### src/rtl/scd_pkg.sv
// ----------------------------------------------------------------------------
// scd_pkg
// Shared types and constants for the serial CAN frame deframer.
// ----------------------------------------------------------------------------
`default_nettype none

package scd_pkg;

    // start bytes that open a frame
    localparam logic [7:0] START_STD_DATA = 8'h55;
    localparam logic [7:0] START_STD_RTR  = 8'h5A;
    localparam logic [7:0] START_EXT_DATA = 8'hA5;
    localparam logic [7:0] START_EXT_RTR  = 8'hAA;

    // bytes of the frame_data field
    localparam int DATA_BYTES = 8;

    typedef enum logic [2:0] {
        PH_HUNT  = 3'd0,
        PH_ID0   = 3'd1,
        PH_ID1   = 3'd2,
        PH_ID2   = 3'd3,
        PH_ID3   = 3'd4,
        PH_LEN   = 3'd5,
        PH_DATA  = 3'd6,
        PH_CHECK = 3'd7
    } phase_t;

    typedef struct packed {
        logic                      extended;
        logic                      remote;
        logic [31:0]               id;
        logic [3:0]                length;
        logic [DATA_BYTES*8-1:0]   data;
    } frame_t;

endpackage

`default_nettype wire

### src/rtl/scd_parser.sv
// ----------------------------------------------------------------------------
// scd_parser
// Byte-wise frame parser: phase machine, running checksum, id assembly and
// payload store. Flags a good frame while its check byte is presented.
// ----------------------------------------------------------------------------
`default_nettype none

module scd_parser #(
    parameter int MAX_PAYLOAD_BYTES = 8
) (
    input  wire logic          aclk,
    input  wire logic          aresetn,
    input  wire logic          byte_accept,
    input  wire logic [7:0]    rx_byte,
    output scd_pkg::frame_t    frame,
    output logic               frame_hit
);

    localparam int STORE_BYTES = (MAX_PAYLOAD_BYTES < scd_pkg::DATA_BYTES) ?
                                 MAX_PAYLOAD_BYTES : scd_pkg::DATA_BYTES;
    localparam int CNT_W = $clog2(MAX_PAYLOAD_BYTES + 1);

    scd_pkg::phase_t phase_reg, phase_next;
    logic [7:0]       sum_reg, sum_next;
    logic [31:0]      id_reg, id_next;
    logic             ext_reg, ext_next;
    logic             rtr_reg, rtr_next;
    logic [CNT_W-1:0] len_reg, len_next;
    logic [CNT_W-1:0] cnt_reg, cnt_next;
    logic [7:0]       store_reg [STORE_BYTES];
    logic [7:0]       store_next [STORE_BYTES];

    logic [7:0]       sum_add;
    logic [CNT_W-1:0] cnt_inc;
    logic             store_wr;
    logic             is_start;

    assign sum_add = sum_reg + rx_byte;
    assign cnt_inc = cnt_reg + CNT_W'(1);
    assign is_start = (rx_byte == scd_pkg::START_STD_DATA) ||
                      (rx_byte == scd_pkg::START_STD_RTR)  ||
                      (rx_byte == scd_pkg::START_EXT_DATA) ||
                      (rx_byte == scd_pkg::START_EXT_RTR);

    always_comb begin
        phase_next = phase_reg;
        sum_next   = sum_reg;
        id_next    = id_reg;
        ext_next   = ext_reg;
        rtr_next   = rtr_reg;
        len_next   = len_reg;
        cnt_next   = cnt_reg;
        store_wr   = 1'b0;
        frame_hit  = 1'b0;
        unique case (phase_reg)
            scd_pkg::PH_HUNT: begin
                sum_next = rx_byte;
                if (is_start) begin
                    ext_next   = (rx_byte == scd_pkg::START_EXT_DATA) ||
                                 (rx_byte == scd_pkg::START_EXT_RTR);
                    rtr_next   = (rx_byte == scd_pkg::START_STD_RTR) ||
                                 (rx_byte == scd_pkg::START_EXT_RTR);
                    phase_next = scd_pkg::PH_ID0;
                end
            end
            scd_pkg::PH_ID0: begin
                sum_next   = sum_add;
                id_next    = {24'd0, rx_byte};
                phase_next = scd_pkg::PH_ID1;
            end
            scd_pkg::PH_ID1: begin
                sum_next   = sum_add;
                id_next    = {id_reg[23:0], rx_byte};
                phase_next = ext_reg ? scd_pkg::PH_ID2 : scd_pkg::PH_LEN;
            end
            scd_pkg::PH_ID2: begin
                sum_next   = sum_add;
                id_next    = {id_reg[23:0], rx_byte};
                phase_next = scd_pkg::PH_ID3;
            end
            scd_pkg::PH_ID3: begin
                sum_next   = sum_add;
                id_next    = {id_reg[23:0], rx_byte};
                phase_next = scd_pkg::PH_LEN;
            end
            scd_pkg::PH_LEN: begin
                sum_next = sum_add;
                if (rx_byte > 8'(MAX_PAYLOAD_BYTES)) begin
                    phase_next = scd_pkg::PH_HUNT;
                end else begin
                    len_next   = rx_byte[CNT_W-1:0];
                    cnt_next   = '0;
                    phase_next = (!rtr_reg && rx_byte != 8'd0) ?
                                 scd_pkg::PH_DATA : scd_pkg::PH_CHECK;
                end
            end
            scd_pkg::PH_DATA: begin
                sum_next = sum_add;
                store_wr = 1'b1;
                cnt_next = cnt_inc;
                if (cnt_inc >= len_reg) begin
                    phase_next = scd_pkg::PH_CHECK;
                end
            end
            scd_pkg::PH_CHECK: begin
                phase_next = scd_pkg::PH_HUNT;
                frame_hit  = (rx_byte == ~sum_reg);
            end
            default: begin
                phase_next = scd_pkg::PH_HUNT;
            end
        endcase
    end

    // counter past the stored bytes matches no entry, so those bytes are dropped
    always_comb begin
        for (int i = 0; i < STORE_BYTES; i++) begin
            store_next[i] = (store_wr && cnt_reg == CNT_W'(i)) ? rx_byte : store_reg[i];
        end
    end

    always_ff @(posedge aclk) begin
        if (!aresetn) begin
            phase_reg <= scd_pkg::PH_HUNT;
            sum_reg   <= '0;
            id_reg    <= '0;
            ext_reg   <= 1'b0;
            rtr_reg   <= 1'b0;
            len_reg   <= '0;
            cnt_reg   <= '0;
            for (int i = 0; i < STORE_BYTES; i++) begin
                store_reg[i] <= '0;
            end
        end else if (byte_accept) begin
            phase_reg <= phase_next;
            sum_reg   <= sum_next;
            id_reg    <= id_next;
            ext_reg   <= ext_next;
            rtr_reg   <= rtr_next;
            len_reg   <= len_next;
            cnt_reg   <= cnt_next;
            for (int i = 0; i < STORE_BYTES; i++) begin
                store_reg[i] <= store_next[i];
            end
        end
    end

    assign frame.extended = ext_reg;
    assign frame.remote   = rtr_reg;
    assign frame.id       = id_reg;
    assign frame.length   = 4'(len_reg);

    for (genvar g = 0; g < scd_pkg::DATA_BYTES; g++) begin : g_data
        if (g < STORE_BYTES) begin : g_used
            assign frame.data[g*8 +: 8] = store_reg[g];
        end else begin : g_zero
            assign frame.data[g*8 +: 8] = 8'd0;
        end
    end

    a_data_needs_len : assert property (@(posedge aclk) disable iff (!aresetn)
        phase_reg == scd_pkg::PH_DATA |-> (!rtr_reg && len_reg != '0))
        else $error("data phase entered for remote or empty frame");

    a_cnt_below_len : assert property (@(posedge aclk) disable iff (!aresetn)
        phase_reg == scd_pkg::PH_DATA |-> cnt_reg < len_reg)
        else $error("data byte count reached length without leaving data phase");

    a_long_len_drops : assert property (@(posedge aclk) disable iff (!aresetn)
        (byte_accept && phase_reg == scd_pkg::PH_LEN &&
         rx_byte > 8'(MAX_PAYLOAD_BYTES)) |=> phase_reg == scd_pkg::PH_HUNT)
        else $error("oversized length did not drop the frame");

    a_hit_only_check : assert property (@(posedge aclk) disable iff (!aresetn)
        (byte_accept && frame_hit) |=> phase_reg == scd_pkg::PH_HUNT)
        else $error("frame emitted without returning to hunt");

endmodule

`default_nettype wire

### src/rtl/scd_out_reg.sv
// ----------------------------------------------------------------------------
// scd_out_reg
// Result register: holds one decoded frame until the downstream beat.
// ----------------------------------------------------------------------------
`default_nettype none

module scd_out_reg (
    input  wire logic             aclk,
    input  wire logic             aresetn,
    input  wire logic             load,
    input  wire logic             load_valid,
    input  wire scd_pkg::frame_t  load_frame,
    output logic                  load_ready,
    output logic                  m_valid,
    input  wire logic             m_ready,
    output scd_pkg::frame_t       m_frame
);

    logic            valid_reg, valid_next;
    scd_pkg::frame_t frame_reg;

    // a new beat may enter when none is held, or once the held one leaves in this cycle
    assign load_ready = !valid_reg || m_ready;

    always_comb begin
        valid_next = valid_reg;
        if (load) begin
            valid_next = load_valid;
        end else if (m_ready) begin
            valid_next = 1'b0;
        end
    end

    always_ff @(posedge aclk) begin
        if (!aresetn) begin
            valid_reg <= 1'b0;
        end else begin
            valid_reg <= valid_next;
        end
    end

    always_ff @(posedge aclk) begin
        if (load && load_valid) begin
            frame_reg <= load_frame;
        end
    end

    assign m_valid = valid_reg;
    assign m_frame = frame_reg;

endmodule

`default_nettype wire

### src/rtl/serial_can_frame_deframer.sv
// ----------------------------------------------------------------------------
// serial_can_frame_deframer
// Recovers CAN frames from a serial byte stream, one byte per beat.
// ----------------------------------------------------------------------------
// output: a frame appears on m_ in the cycle after its check byte is accepted
// throughput: one byte per cycle; s_ready drops only while a finished frame
//   is held and m_ready is low (single result register)
// reset: aresetn low clears the parser to hunting, checksum, id, length and
//   payload bytes to zero, and empties the result register
`default_nettype none

module serial_can_frame_deframer #(
    parameter int MAX_PAYLOAD_BYTES = 8
) (
    input  wire logic        aclk,
    input  wire logic        aresetn,
    input  wire logic        s_valid,
    output logic             s_ready,
    input  wire logic [7:0]  s_rx_byte,
    output logic             m_valid,
    input  wire logic        m_ready,
    output logic             m_frame_extended,
    output logic             m_frame_remote,
    output logic [31:0]      m_frame_id,
    output logic [3:0]       m_frame_length,
    output logic [63:0]      m_frame_data
);

    logic            byte_accept;
    logic            frame_hit;
    scd_pkg::frame_t parsed_frame;
    scd_pkg::frame_t out_frame;

    assign byte_accept = s_valid && s_ready;

    scd_parser #(
        .MAX_PAYLOAD_BYTES(MAX_PAYLOAD_BYTES)
    ) u_parser (
        .aclk       (aclk),
        .aresetn    (aresetn),
        .byte_accept(byte_accept),
        .rx_byte    (s_rx_byte),
        .frame      (parsed_frame),
        .frame_hit  (frame_hit)
    );

    scd_out_reg u_out_reg (
        .aclk      (aclk),
        .aresetn   (aresetn),
        .load      (byte_accept),
        .load_valid(frame_hit),
        .load_frame(parsed_frame),
        .load_ready(s_ready),
        .m_valid   (m_valid),
        .m_ready   (m_ready),
        .m_frame   (out_frame)
    );

    assign m_frame_extended = out_frame.extended;
    assign m_frame_remote   = out_frame.remote;
    assign m_frame_id       = out_frame.id;
    assign m_frame_length   = out_frame.length;
    assign m_frame_data     = out_frame.data;

endmodule

`default_nettype wire

### config.mk
export PLATFORM = sky130hd
export DESIGN_NAME = serial_can_frame_deframer
export DESIGN_NICKNAME = d
export VERILOG_FILES = /design/src/rtl/scd_pkg.sv /design/src/rtl/scd_parser.sv /design/src/rtl/scd_out_reg.sv /design/src/rtl/serial_can_frame_deframer.sv
export SDC_FILE = /design/constraint.sdc
export NUM_CORES = 1
export LEC_CHECK = 0
export BUFFER_PORTS_ARGS = -buffer_cell sky130_fd_sc_hd__buf_2
export CORE_UTILIZATION = 50
export CTS_CLUSTER_DIAMETER = 120
export DETAILED_ROUTE_END_ITERATION = 8
export GPL_ROUTABILITY_DRIVEN = 0
export PLACE_DENSITY_LB_ADDON = 0.15
export REMOVE_ABC_BUFFERS = 1
export SYNTH_ARGS = -nofsm -noshare
export SYNTH_HDL_FRONTEND = slang
export SYNTH_SLANG_ARGS = --single-unit
### constraint.sdc
create_clock -name aclk -period 5.2 [get_ports aclk]
set_input_delay 0.78 -clock aclk [delete_from_list [all_inputs] [get_ports aclk]]
set_output_delay 0.78 -clock aclk [all_outputs]
set_load 0.1 [all_outputs]
* Word level (Yosys, flattened, before mapping)
Memories as Yosys holds them, arrays and structs flattened.
Index checks and enable logic that the tools add are counted.
** Word-level totals
- Register bits after elaboration :: 156
- Bits in latches :: 0
- Bits in writable memories :: 64
- ROM bits :: 0
- Word-level logic and storage cells :: 118
- Memories :: 1
** Cells by class
- Add/subtract/negate cells :: 2
- $mul :: 0
- Div/mod/pow operators :: 0
- Order comparisons :: 2
- Equal/unequal tests :: 22
- Shift operators :: 0
- Mux-type cells :: 34
- Bitwise operators :: 10
- Reduce and logical (&&, ||, !) cells :: 34
** Memory list
- u_parser.store_reg :: depth 8, width 8, rd ports 8, clocked after Yosys merged registers in 0, wr ports 8, line scd_parser.sv:30 : logic [7:0] store_reg [STORE_BYTES];
** Operator list (count)
- 2-to-1 mux 8 bit :: 16
- one-hot mux 32 bit (2 select lines) :: 1
- one-hot mux 3 bit (8 select lines) :: 1
- equality test 4 x 3 -> 1 bit, second input constant :: 4
- equality test 8 x 7 -> 1 bit, second input constant :: 2
- equality test 8 bit, second input constant :: 2
- one-hot mux 8 bit (2 select lines) :: 1
- equality test 3 bit, second input constant :: 4
- 2-to-1 mux 3 bit :: 4
- AND reduction 3 bit :: 4
- logical AND 1 bit :: 11
- 2-to-1 mux 1 bit :: 9
- adder 8 bit :: 1
- equality test 4 x 2 -> 1 bit, second input constant :: 2
- equality test 8 bit :: 1
- greater-than comparator 8 x 4 -> 1 bit, second input constant :: 1
- inverter 8 bit :: 1
- OR 1 bit :: 8
- one-hot mux 4 bit (2 select lines) :: 1
- nonzero test 2 bit :: 4
- nonzero test 8 bit :: 1
- equality test 3 x 2 -> 1 bit, second input constant :: 2
- logical OR 1 bit :: 6
- OR reduction 6 bit :: 1
- 13 further kinds :: 16

* Longest topological paths before layout
Gate-level depths: netlist of run 1.
- Depth in word-level cells :: 7
- Gate-level depth with buffers :: 9

* Cells and area by module
From an unflattened synthesis of run 1, not the netlist that was laid out.
** Unflattened totals
- Cells, all modules :: 536
- Area, all modules :: 8070.2 µm²
** By module, submodules not included
- scd_parser :: instances 1, cells each 428, area an instance 4949.7 µm²
- scd_out_reg :: instances 1, cells each 107, area an instance 3114.2 µm²
- serial_can_frame_deframer :: instances 1, cells each 1, area an instance 6.3 µm²

* Least setup slack after synthesis of run 1
OpenSTA, ideal clock, no wires.
- Kind :: input -> register
- Start :: input m_ready
- End :: register u_out_reg.m_frame[0] (netlist name)
- Setup time :: 0.474 ns
- Arrival time :: 4.730 ns
- Data required time :: 4.726 ns
- Slack :: -0.004 ns
- Stages :: 4
- Path buffers :: 0
- Cells stage by stage :: nand2b_1 > nand2_1 > nor4_1 > and3_1
** On the way
- Word-level cells in the longest chain between the ends :: 3
** Ends and longest elaborated chain
- from (decl) :: line serial_can_frame_deframer.sv:21 : input wire logic m_ready,
- logical OR 1 bit :: line scd_out_reg.sv:23 : assign load_ready = !valid_reg || m_ready;
- logical AND 1 bit :: line serial_can_frame_deframer.sv:34 : assign byte_accept = s_valid && s_ready;
- logical AND 1 bit :: line scd_out_reg.sv:43 : if (load && load_valid) begin
Every way passes these cells.
A chain may end at the register's enable or synchronous reset.

* Final worst setup path of run 1
- Start :: input s_rx_byte[5]
- End :: register u_out_reg.m_frame[8] (netlist name)
** On the way
- Word-level cells in the longest chain between the ends :: 3
** Ends and longest elaborated chain
- from (decl) :: line serial_can_frame_deframer.sv:19 : input wire logic [7:0] s_rx_byte,
- equality test 8 bit :: line scd_parser.sv:107 : frame_hit = (rx_byte == ~sum_reg);
- 2-to-1 mux 1 bit :: line scd_parser.sv:55 : unique case (phase_reg)
- logical AND 1 bit :: line scd_out_reg.sv:43
Every way passes these cells.

==> results of run 1 <==
==> power by group through the flow <==
stage,clock network (mW),registers (mW),logic (mW)
3_3_place_gp,0,1.98,0.119
6_report,1.55,1.95,0.122
4_1_cts,1.58,1.95,0.123
5_1_grt,1.65,1.95,0.135
2_1_floorplan,0,1.98,0.0745
3_5_place_dp,0,1.99,0.122
==> critical path, delay by kind of cell <==
kind,cells,cell delay (ps)
adder cells (fa/ha/maj),1,380
buffers and inverters,2,610
AND/OR/NAND/NOR,3,1080
==> routing by layer <==
layer	part of all wire [%]	up-vias	GRT usage, %
met2	48	140	31.8
met3	4.2	27	2.87
met1	45	2232	25.0
met5	0	-	0
met4	2.4	0	6.78
li1	-	2206	-
==> cell usage in the layout (no fill, tap or decap), types with 5 or more instances in the layout <==
| cell | n |
|---|---|
| nand2_1 | 39 |
| and3_1 | 22 |
| a21boi_0 | 12 |
| mux2i_1 | 7 |
| dfxtp_1 | 54 |
| o21ai_0 | 17 |
| and2_1 | 10 |
| ha_1 | 15 |
| or3_1 | 5 |
| buf_4 | 9 |
| inv_1 | 13 |
| nor2b_1 | 32 |
| a22oi_1 | 24 |
| edfxtp_1 | 166 |
| buf_2 | 115 |
| nor2_1 | 12 |
| clkbuf_16 | 22 |
| clkinv_1 | 6 |
| a21oi_1 | 11 |
| nand3_1 | 6 |
==> cell type report <==
| class | instances | area [um^2] |
|---|---|---|
| clock buffers | 23 | 554 |
| clock inverters | 15 | 160 |
| fillers | 1230 | 6260 |
| inverters | 13 | 48.8 |
| multi-input cells | 269 | 1820 |
| flip-flops and latches | 220 | 6070 |
| well taps | 216 | 270 |
| repair buffers | 124 | 643 |
==> synth_stat cells (2+ instances only) <==
library cell and n:
edfxtp_1 166, buf_4 2, o221ai_1 3, a22oi_1 24
a21oi_1 11, o22ai_1 3, nand3_1 6, nand2b_1 4
inv_1 13, a21o_1 2, o211ai_1 3, nand2_1 39
nor3_1 4, xnor2_1 4, and2_1 10, xor2_1 4
nor2b_1 32, o21ai_0 17, nor2_1 12, o211a_1 2
or3_1 5, dfxtp_1 54, buf_2 12, a31oi_1 3
a21boi_0 12, and3_1 23, ha_1 15, nand4_1 2
mux2i_1 7, clkbuf_1 13
==> logic make-up (layout without fill, tap and decap cells) <==
group,count (synthesis),count (layout)
AOI/OAI and AO/OA,93,93
xor gates and xnor gates,8,8
adders and majority gates,16,16
buffers and inverters,40,175
DFF,220,220
muxes,7,7
and+or+nand+nor,145,145
==> final timing paths <==
kind,start,endpoint,slack (ps),cells after the start
min,u_parser.store_reg[0][58],u_out_reg.m_frame[58],420,0
min reg2reg,u_parser.store_reg[0][58],u_out_reg.m_frame[58],420,0
max reg2reg,u_parser.phase_reg[2],u_out_reg.m_frame[8],2480,4
max,s_rx_byte[5],u_out_reg.m_frame[8],2440,6
==> stage by stage <==
stage | instances | power (mW) | util (%)
4_1_cts | 880 | 3.66 | 60.4
3_3_place_gp | 842 | 2.10 | 55.9
5_1_grt | 880 | 3.74 | 60.4
6_report | 880 | 3.62 | 60.4
2_1_floorplan | 502 | 2.05 | -
3_5_place_dp | 842 | 2.11 | 55.9
==> results.md, run 1 <==
* Clock Skews at 20.9 ps
* Largest family of logic cells by synthesized area: simple AND/OR/NAND/NOR gates
* Slowest stage cell, crit path: and3_4
* Crit Path Max Fanout at 54
* Antenna violations before repair at 0
* Average cell area after synthesis at 15.2 um^2
* VDD IR max at 0.227 mV
* Cell Area, Placed at 8850 um^2
* CTS tree: yes
* First-pass GRT wire length at 23.9 mm
* Die height at 129 um
* Post-Synth Adder-Cell Area at 2.58%
* Switch Pwr at 724 uW
* Net Sw Frac at 20.0%
* Crit path kind: input pin to flop
* Share of layout cells above drive strength 1 at 25.3%
* CTS Buf Count at 22
* Clock share of power at 42.8%
* P_int at 2.90 mW
* GRT overflow at 0
* Post-synth top area share at around three fifths
* Minimum clock period at about 2800 ps
* Post-synthesis async set-or-reset flop share at 0%
* Ports at 116
* CTS Buffer Depth at 3
* Cell taking the most area after synthesis: edfxtp_1
* P per Cell Area at between 300 and 400 nW/um^2
* Gate Count Post-Synth at 529
* Sequential fraction of the synthesis area at 75.3%
* Pre-CTS WS at approximately 1900 ps
* EDFF count, synth at 166
* Clock latency at the later pin of the worst-skew pair at 500 ps
* Yosys cell types at 52
* Top_reg_cell synth: edfxtp_1
* Ys Warns at 0
* Reg power frac at 53.8%
* CP endpoint kind: flop
* Final WS setup at 2440 ps
* Root Driver: clkbuf_16
* Core Rows at 46
* Synth top area cells: edfxtp_1 (62%), dfxtp_1 (13%), nor2b_1 (2.5%)
* Total GRT Usage at 18.9%
* IO Port Bufs at 115
* Starting DRT DRC Count at between 200 and 300
* Fraction of the mapped netlist area in compound gates at under 10%
* Syn Std Cell Area at 8050 um^2
* Hold Path Class: flop to flop
* Worst Tran Pin Value at about 1200 ps
* Routed Antenna Nets at 0
* 1st-pass router iterations at 4
* Critical Path RT at roughly 5400 ps
* Count of pins over their slew limit at 0
* Core Area at 15,800 um^2
* Gates resized, CTS repair at 0
* Die area at around 17,000 um^2
* Vias at 4,605
* Routed WL at 15.5 mm
* Final HPWL DP at 10.3 mm
* Relative slew margins at 21.1%
* Status: finished, final reports clean
* Peak Freq at 362 MHz
* Combinational Power Share at 3.4%
* Post-CTS Setup Inserts at 0
* CP max stage delay at about 710 ps
* Post-route DRC violation count at 0
* Fin crit share at around 53%
* Final hold slack at 416 ps
* Post-synthesis mux area share at less than 1%
* Final setup fails at 0
* Worst-path clk slew at 60 ps
* Seq cells post-synth at 220
* Largest net degree at the start of global routing at 79
* CP arrival at 2910 ps
* Simple-Gate Fraction of Synth Area at 9.88%
* Crit path cell chain: buf_2 -> ha_1 -> nand2_1 -> nor4_1 -> and3_4 -> buf_4
* Layout area overhead at 18.7%
* Max reg flops at 102
* Clock Sinks at between 200 and 250
* Vias in the first global route at around 4,400
* Post-DR wirelength/cell at around 18 um
* N_diodes at 0
* Fin Setup TNS at 0 ps
* Unrepaired setup endpoints after global routing: no
* Final #Nets at just under 700
* Via density at 5.23
* Die X at approximately 130 um
* CP Launch Type: input pin
* H-tree depth at 1
* Initial Util at 50.9%
* Fin. Hold Viols at 0
* Max cap viols at 0
* Post-Synth XOR/XNOR Area at 0.870%
* Post-route cell area at 9560 um^2
* Hold buffers post-CTS at 0
* Leakage power at 3.41 nW
No activity file was read; power rests on OpenSTA's default activity.
==> inputs of run 2 (changes only) <==
Clock period 5.2 ns to 2.7 ns, I/O delays scaled along.
==> run 2 against run 1 <==
  * Cell area grew 1.7%
  * Worst hold slack worse by 130 ps
  * Global-route usage decreased by 0.13 points
  * Non-clock buffer count rose by 15
  * Clock skew is 7.5 ps lower
  * Via count increased by 1.9%
  * First-iteration DRC count is 7.8% lower
  * Power up 94%
  * Count of clock-buffer cells in the layout is 1 higher
  * Sequential cell count did not move
  * Combinational power grew 110%
  * Critical path depth grew 2
  * Critical path type is now flop to flop
  * Largest cell class unchanged
==> results.md, run 2 (same netlist as run 1, synthesis figures left out) <==
* Minimum clock period at 2240 ps
* Combinational Power Share at 3.6% (+0.2 points)
* Most frequent cells in the layout: edfxtp_1 (166), buf_2 (115), dfxtp_1 (54)
* Post-DR wirelength/cell at 17.1 um (-2.8%)
* Clock Sinks at 220 (unchanged)
* N_diodes at 0 (unchanged)
* Worst Tran Pin Value at 1050 ps (-118 ps)
* Peak Freq at about 450 MHz
* Die X at 129 um (unchanged)
* Fin. Hold Viols at 0 (unchanged)
* Largest net degree at the start of global routing at 53 (-33%)
* 1st-pass router iterations at 5 (+1)
* Total GRT Usage at 18.8% (-0.13 points)
* Hold buffers post-CTS at 0 (unchanged)
* Die height at 129 um (unchanged)
* Max reg flops at 102 (unchanged)
* Crit Path Max Fanout at 7 (-87%)
* Vias at 4,692 (+1.9%)
* Post-route DRC violation count at 0 (unchanged)
* Hold Path Class: input pin to flop
* Final hold slack at 284 ps (-132 ps)
* Fin crit share at 83.1%
* Gates resized, CTS repair at 0 (unchanged)
* CP arrival at 2620 ps (-290 ps)
* Net Sw Frac at 19.7% (-0.31 points)
* CP Launch Type: flop
* Commonest non-fill, non-tap cell in the layout: edfxtp_1
* Switch Pwr at 1.38 mW (+91%)
* IO Port Bufs at 115 (unchanged)
* Final setup fails at 0 (unchanged)
* First-pass GRT wire length at 23.9 mm (about the same)
* Routed WL at 15.4 mm (-0.94%)
* Relative slew margins at 29.7% (+8.6 points)
* Reg2Reg Setup Slack at 460 ps (-2020 ps)
* Unrepaired setup endpoints after global routing: no
* GRT overflow at 0 (unchanged)
* Ports at 116 (unchanged)
* Leakage power at 3.51 nW (+2.6%)
* Final Power at 7.02 mW (+94%)
* Clock Skews at 13.3 ps (-7.51 ps)
* Reg power frac at 53.4% (-0.4 points)
* H-tree depth at 1 (unchanged)
* Root Driver: clkbuf_16
* Routed Antenna Nets at 0 (unchanged)
* Layout area overhead at 20.8%
* VDD IR max at 0.677 mV (+200%)
* CTS Buf Count at 22 (unchanged)
* Core Area at 15,800 um^2 (unchanged)
* Vias in the first global route at 4,560 (+3.0%)
* Critical Path RT at 3070 ps (-2280 ps)
* P per Cell Area at 722 nW/um^2 (+91%)
* Final #Nets at 693 (+2.2%)
* Post-CTS Setup Inserts at 0 (unchanged)
* Clock latency at the later pin of the worst-skew pair at 500 ps (about the same)
* P_int at 5.64 mW (+95%)
* Filler Cells Inserted at 1,204 (-2.1%)
* Share of layout cells above drive strength 1 at 27.0% (+1.7 points)
* Max cap viols at 0 (unchanged)
* Die area at 16,600 um^2 (unchanged)
* Clock share of power at 43.0% (+0.2 points)
* Antenna violations before repair at 0 (unchanged)
* Crit path kind: flop to flop
* Post-layout util at 61.5% (+1.0 points)
* CTS Buffer Depth at 3 (unchanged)
* Worst-path clk slew at 60 ps (about the same)
* CP endpoint kind: flop
* Starting DRT DRC Count at 272 (-7.8%)
* Count of pins over their slew limit at 0 (unchanged)
* Status: finished, final reports clean
* Initial Util at 50.9% (unchanged)
* Final HPWL DP at 10.1 mm (-1.2%)
* Via density at 5.23 (about the same)
* CTS tree: yes
* Core Rows at 46 (unchanged)
[run 2: cell count changes in the layout (fill, tap and decap cells not counted), sizes merged]
cell / change
buf: +15
clkbuf: +1
clkinv: +2
inv: -1
[run 2: worst paths after layout]
| path | cells after the start | startpoint | to |
|---|---|---|---|
| setup / recovery | 8 | u_parser.cnt_reg[0] | u_parser.phase_reg[2] |
| hold / removal | 3 | s_rx_byte[4] | u_parser.id_reg[4] |
| setup reg to reg | 8 | u_parser.cnt_reg[0] | u_parser.phase_reg[2] |
| hold reg to reg | 0 | u_parser.store_reg[0][1] | u_out_reg.m_frame[1] |
[run 2: layout make-up]
| class | instances | area (um^2) | share of cell area, % |
|---|---|---|---|
| clock buffer | 24 | 579 | 5.96 |
| multi-input combinational | 269 | 1820 | 18.7 |
| clock inverter | 16 | 149 | 1.53 |
| sequential | 220 | 6070 | 62.4 |
| tap | 216 | 270 | 2.78 |
| timing repair buffer | 139 | 793 | 8.16 |
| inverter | 13 | 48.8 | 0.502 |
[run 2: through the flow]
stage | setup TNS (ps) | worst slack [ps] | area, um^2 | cells
finish | 0 | 455 | 9730 | 897
global placement | 0 | 440 | 9000 | 857
global route | 0 | 295 | 9730 | 897
floorplan | -326790 | -2480 | 7930 | 502
CTS | 0 | 465 | 9730 | 897
detailed placement | 0 | 370 | 9000 | 857
[run 2: power by group through the flow]
stage	combinational, mW	clock, mW	sequential, mW
6_report	0.256	3.02	3.75
5_1_grt	0.282	3.20	3.76
4_1_cts	0.255	3.08	3.75
3_5_place_dp	0.254	0	3.82
3_3_place_gp	0.247	0	3.82
2_1_floorplan	0.143	0	3.81
[run 2: layer usage]
metal  part of all wire [%]  global-route usage [%]  wire (um)
met1                     44                    24.6       6720
met2                     48                    31.4       7400
met3                    6.1                    3.91        931
met4                    2.0                    5.95        314
met5                      0                       0          0
[run 2: worst max-delay path: stages (launching register included)]
cell and delay, ps:
dfxtp_1 450, inv_1 100, ha_1 330, ha_1 290
a21oi_1 60, o21ai_0 200, o311ai_0 250, o31ai_1 370
nor2_1 70
==> inputs of run 3 (changes only) <==
Clock period 2.7 ns to 2.1 ns, I/O delays scaled along.
==> run 3 against run 2 <==
  * Cell area is 1.0% higher
  * Largest cell class unchanged
  * Critical path depth is 3 lower
  * Final cell count is 1.2% higher
  * Sequential power is 29% higher
  * Sequential cell count stayed put
  * Sequential share of layout area is 0.60 points lower
  * Count of clock-buffer cells in the layout stayed put
  * Clock skew is 5.6 ps lower
  * Worst hold slack worse by 82 ps
  * Combinational power is 34% higher
  * Via count is 0.60% higher
==> results.md, run 3 (same netlist as run 1, synthesis figures left out) <==
* Hold Path Class: input pin to flop
* Post-route cell area at 9830 um^2 (+1.0%)
* Setup crit end: u_out_reg.m_frame[36]
* CP endpoint kind: flop
* Crit path kind: flop to flop
* Count of pins over their slew limit at 0 (unchanged)
* CP Launch Type: flop
* Vias at 4,720 (+0.60%)
* Critical Path RT at 2280 ps (-790 ps)
* Die area at 16,600 um^2 (unchanged)
* Switch Pwr at 1.78 mW (+29%)
* Final HPWL DP at 10.2 mm (+0.25%)
* P per Cell Area at 915 nW/um^2 (+27%)
* Post-layout util at 62.1% (+0.62 points)
* Combinational Power Share at 3.8% (+0.2 points)
* Commonest non-fill, non-tap cell in the layout: edfxtp_1
* Core Area at 15,800 um^2 (unchanged)
* Largest net degree at the start of global routing at 42 (-21%)
* Worst Setup SP: u_parser.sum_reg[5]
* Most frequent cells in the layout: edfxtp_1 (166), buf_2 (115), dfxtp_1 (52)
* Worst-path clk slew at 60 ps (about the same)
* R2r endpoint: u_out_reg.m_frame[36]
* GRT overflow at 0 (unchanged)
* FF-to-FF path depth at 5 (-3)
* Reg area at 6070 um^2 (about the same)
* Post-route DRC violation count at 0 (unchanged)
* Clock Sinks at 220 (unchanged)
* Filler Cells Inserted at 1,220 (+1.3%)
* Vias in the first global route at 4,638 (+1.7%)
* Cell Area, Placed at 9100 um^2 (+1.1%)
* Final setup fails at 0 (unchanged)
* Crit Path Max Fanout at 41 (+34)
* Clock share of power at 42.6% (-0.4 points)
* Reg power frac at 53.6% (+0.2 points)
* CTS Buf Count at 22 (unchanged)
* VDD IR max at 0.559 mV (-17%)
* Layout area overhead at 22.0%
* CTS Buffer Depth at 3 (unchanged)
* Max cap viols at 0 (unchanged)
* R2R Path Start: u_parser.sum_reg[5]
* N_diodes at 0 (unchanged)
* Hold buffers post-CTS at 0 (unchanged)
* Core Rows at 46 (unchanged)
* CTS tree: yes
* Root Driver: clkbuf_16
* IO Port Bufs at 115 (unchanged)
* Net Sw Frac at 19.8% (+0.11 points)
* Clock Skews at 7.78 ps (-5.56 ps)
* Starting DRT DRC Count at 317 (+17%)
* Minimum clock period at 1990 ps (-255 ps)
* Routed Antenna Nets at 0 (unchanged)
* Total GRT Usage at 19.3% (+0.55 points)
* Routed WL at 15.4 mm (+0.38%)
* Fin. Hold Viols at 0 (unchanged)
* 1st-pass router iterations at 4 (-1)
* Multi-input logic area at 1820 um^2 (unchanged)
* Via density at 5.20 (-0.62%)
* Fin crit share at 94.8% (+12 points)
* Share of layout cells above drive strength 1 at 28.5% (+1.4 points)
* Peak Freq at 502 MHz (+13%)
* Dpl cells at 869 (+1.4%)
* Die height at 129 um (unchanged)
* Unrepaired setup endpoints after global routing: no
* Status: finished, final reports clean
* Antenna violations before repair at 0 (unchanged)
* CP arrival at 2170 ps (-450 ps)
* First-pass GRT wire length at 24.5 mm (+2.6%)
* Final #Nets at 705 (+1.7%)
* Leakage power at 3.56 nW (+1.7%)
* Reg2Reg Setup Slack at 110 ps (-350 ps)
* Initial Util at 50.9% (unchanged)
* Worst Tran Pin Value at 1000 ps (-48.9 ps)
* Final cell count without fillers at 908 (+1.2%)
* Final Power at 8.99 mW (+28%)
* Post-DR wirelength/cell at 17.0 um (-0.84%)
* P_int at 7.21 mW (+28%)
* Max reg flops at 102 (unchanged)
* Clock latency at the later pin of the worst-skew pair at 490 ps (about the same)
* Die X at 129 um (unchanged)
* Ports at 116 (unchanged)
* Relative slew margins at 33.0% (+3.3 points)
* H-tree depth at 1 (unchanged)
[run 3: changes by cell type in the layout (fill, tap and decap cells not counted), moves of 2 or more]
cell and delta:
dfxtp_2 +2, buf_4 +10, dfxtp_1 -2, clkinv_2 -2
[run 3: power by group through the flow]
stage,sequential (mW),clock (mW),combinational [mW]
after detailed placement,4.91,0,0.341
after global routing,4.83,4.10,0.376
after floorplan,4.90,0,0.184
after global placement,4.91,0,0.334
final,4.82,3.83,0.343
after CTS,4.82,3.90,0.344
[run 3: worst min path at each step]
stage                                          from               endpoint  slack (ps)  depth (start not counted)
after CTS                                   m_ready      u_out_reg.m_valid         190                          3
after global routing                   s_rx_byte[7]     u_parser.id_reg[7]         240                          3
after detailed placement   u_parser.store_reg[0][0]   u_out_reg.m_frame[0]         400                          0
final                                       m_ready      u_out_reg.m_valid         200                          3
after floorplan            u_parser.store_reg[0][0]   u_out_reg.m_frame[0]         400                          0
after global placement    u_parser.store_reg[0][30]  u_out_reg.m_frame[30]         400                          0
[run 3: area by class of cell]
type | instances | area share [%]
Timing Repair Buffer | 151 | 9.16
Inverter | 13 | 0.497
Clock buffer | 24 | 5.68
Multi-Input combinational cell | 269 | 18.5
Tap cell | 216 | 2.75
Sequential cell | 220 | 61.8
Clock inverter | 15 | 1.63
[run 3: worst max-delay path: stages, from the launching register on]
cell and delay, ps:
dfxtp_1 310, ha_1 360, nand2_1 110, nor4_1 300, and3_4 320, buf_12 240
[run 3: per-stage QoR]
step           setup TNS, ps  hold slack [ps]  setup WS (ps)
2_1_floorplan        -487520              400          -3080
3_3_place_gp            -388              401          -18.3
3_5_place_dp           -1410              405          -36.1
4_1_cts                    0              195           15.6
5_1_grt                    0              241           7.95
6_report                   0              201            110
[run 3: metal layers]
layer	share of wire [%]	vias up	track usage, %
met5	0	-	0
met4	2.5	0	6.57
met3	5.6	27	3.58
met2	50	147	33.7
met1	42	2280	24.2
li1	-	2266	-
[run 3: repair_timing]
item                       4_1_cts  5_1_grt
buffers inserted                 0        0
setup endpoints to repair        0       20
gates resized for setup          0        5
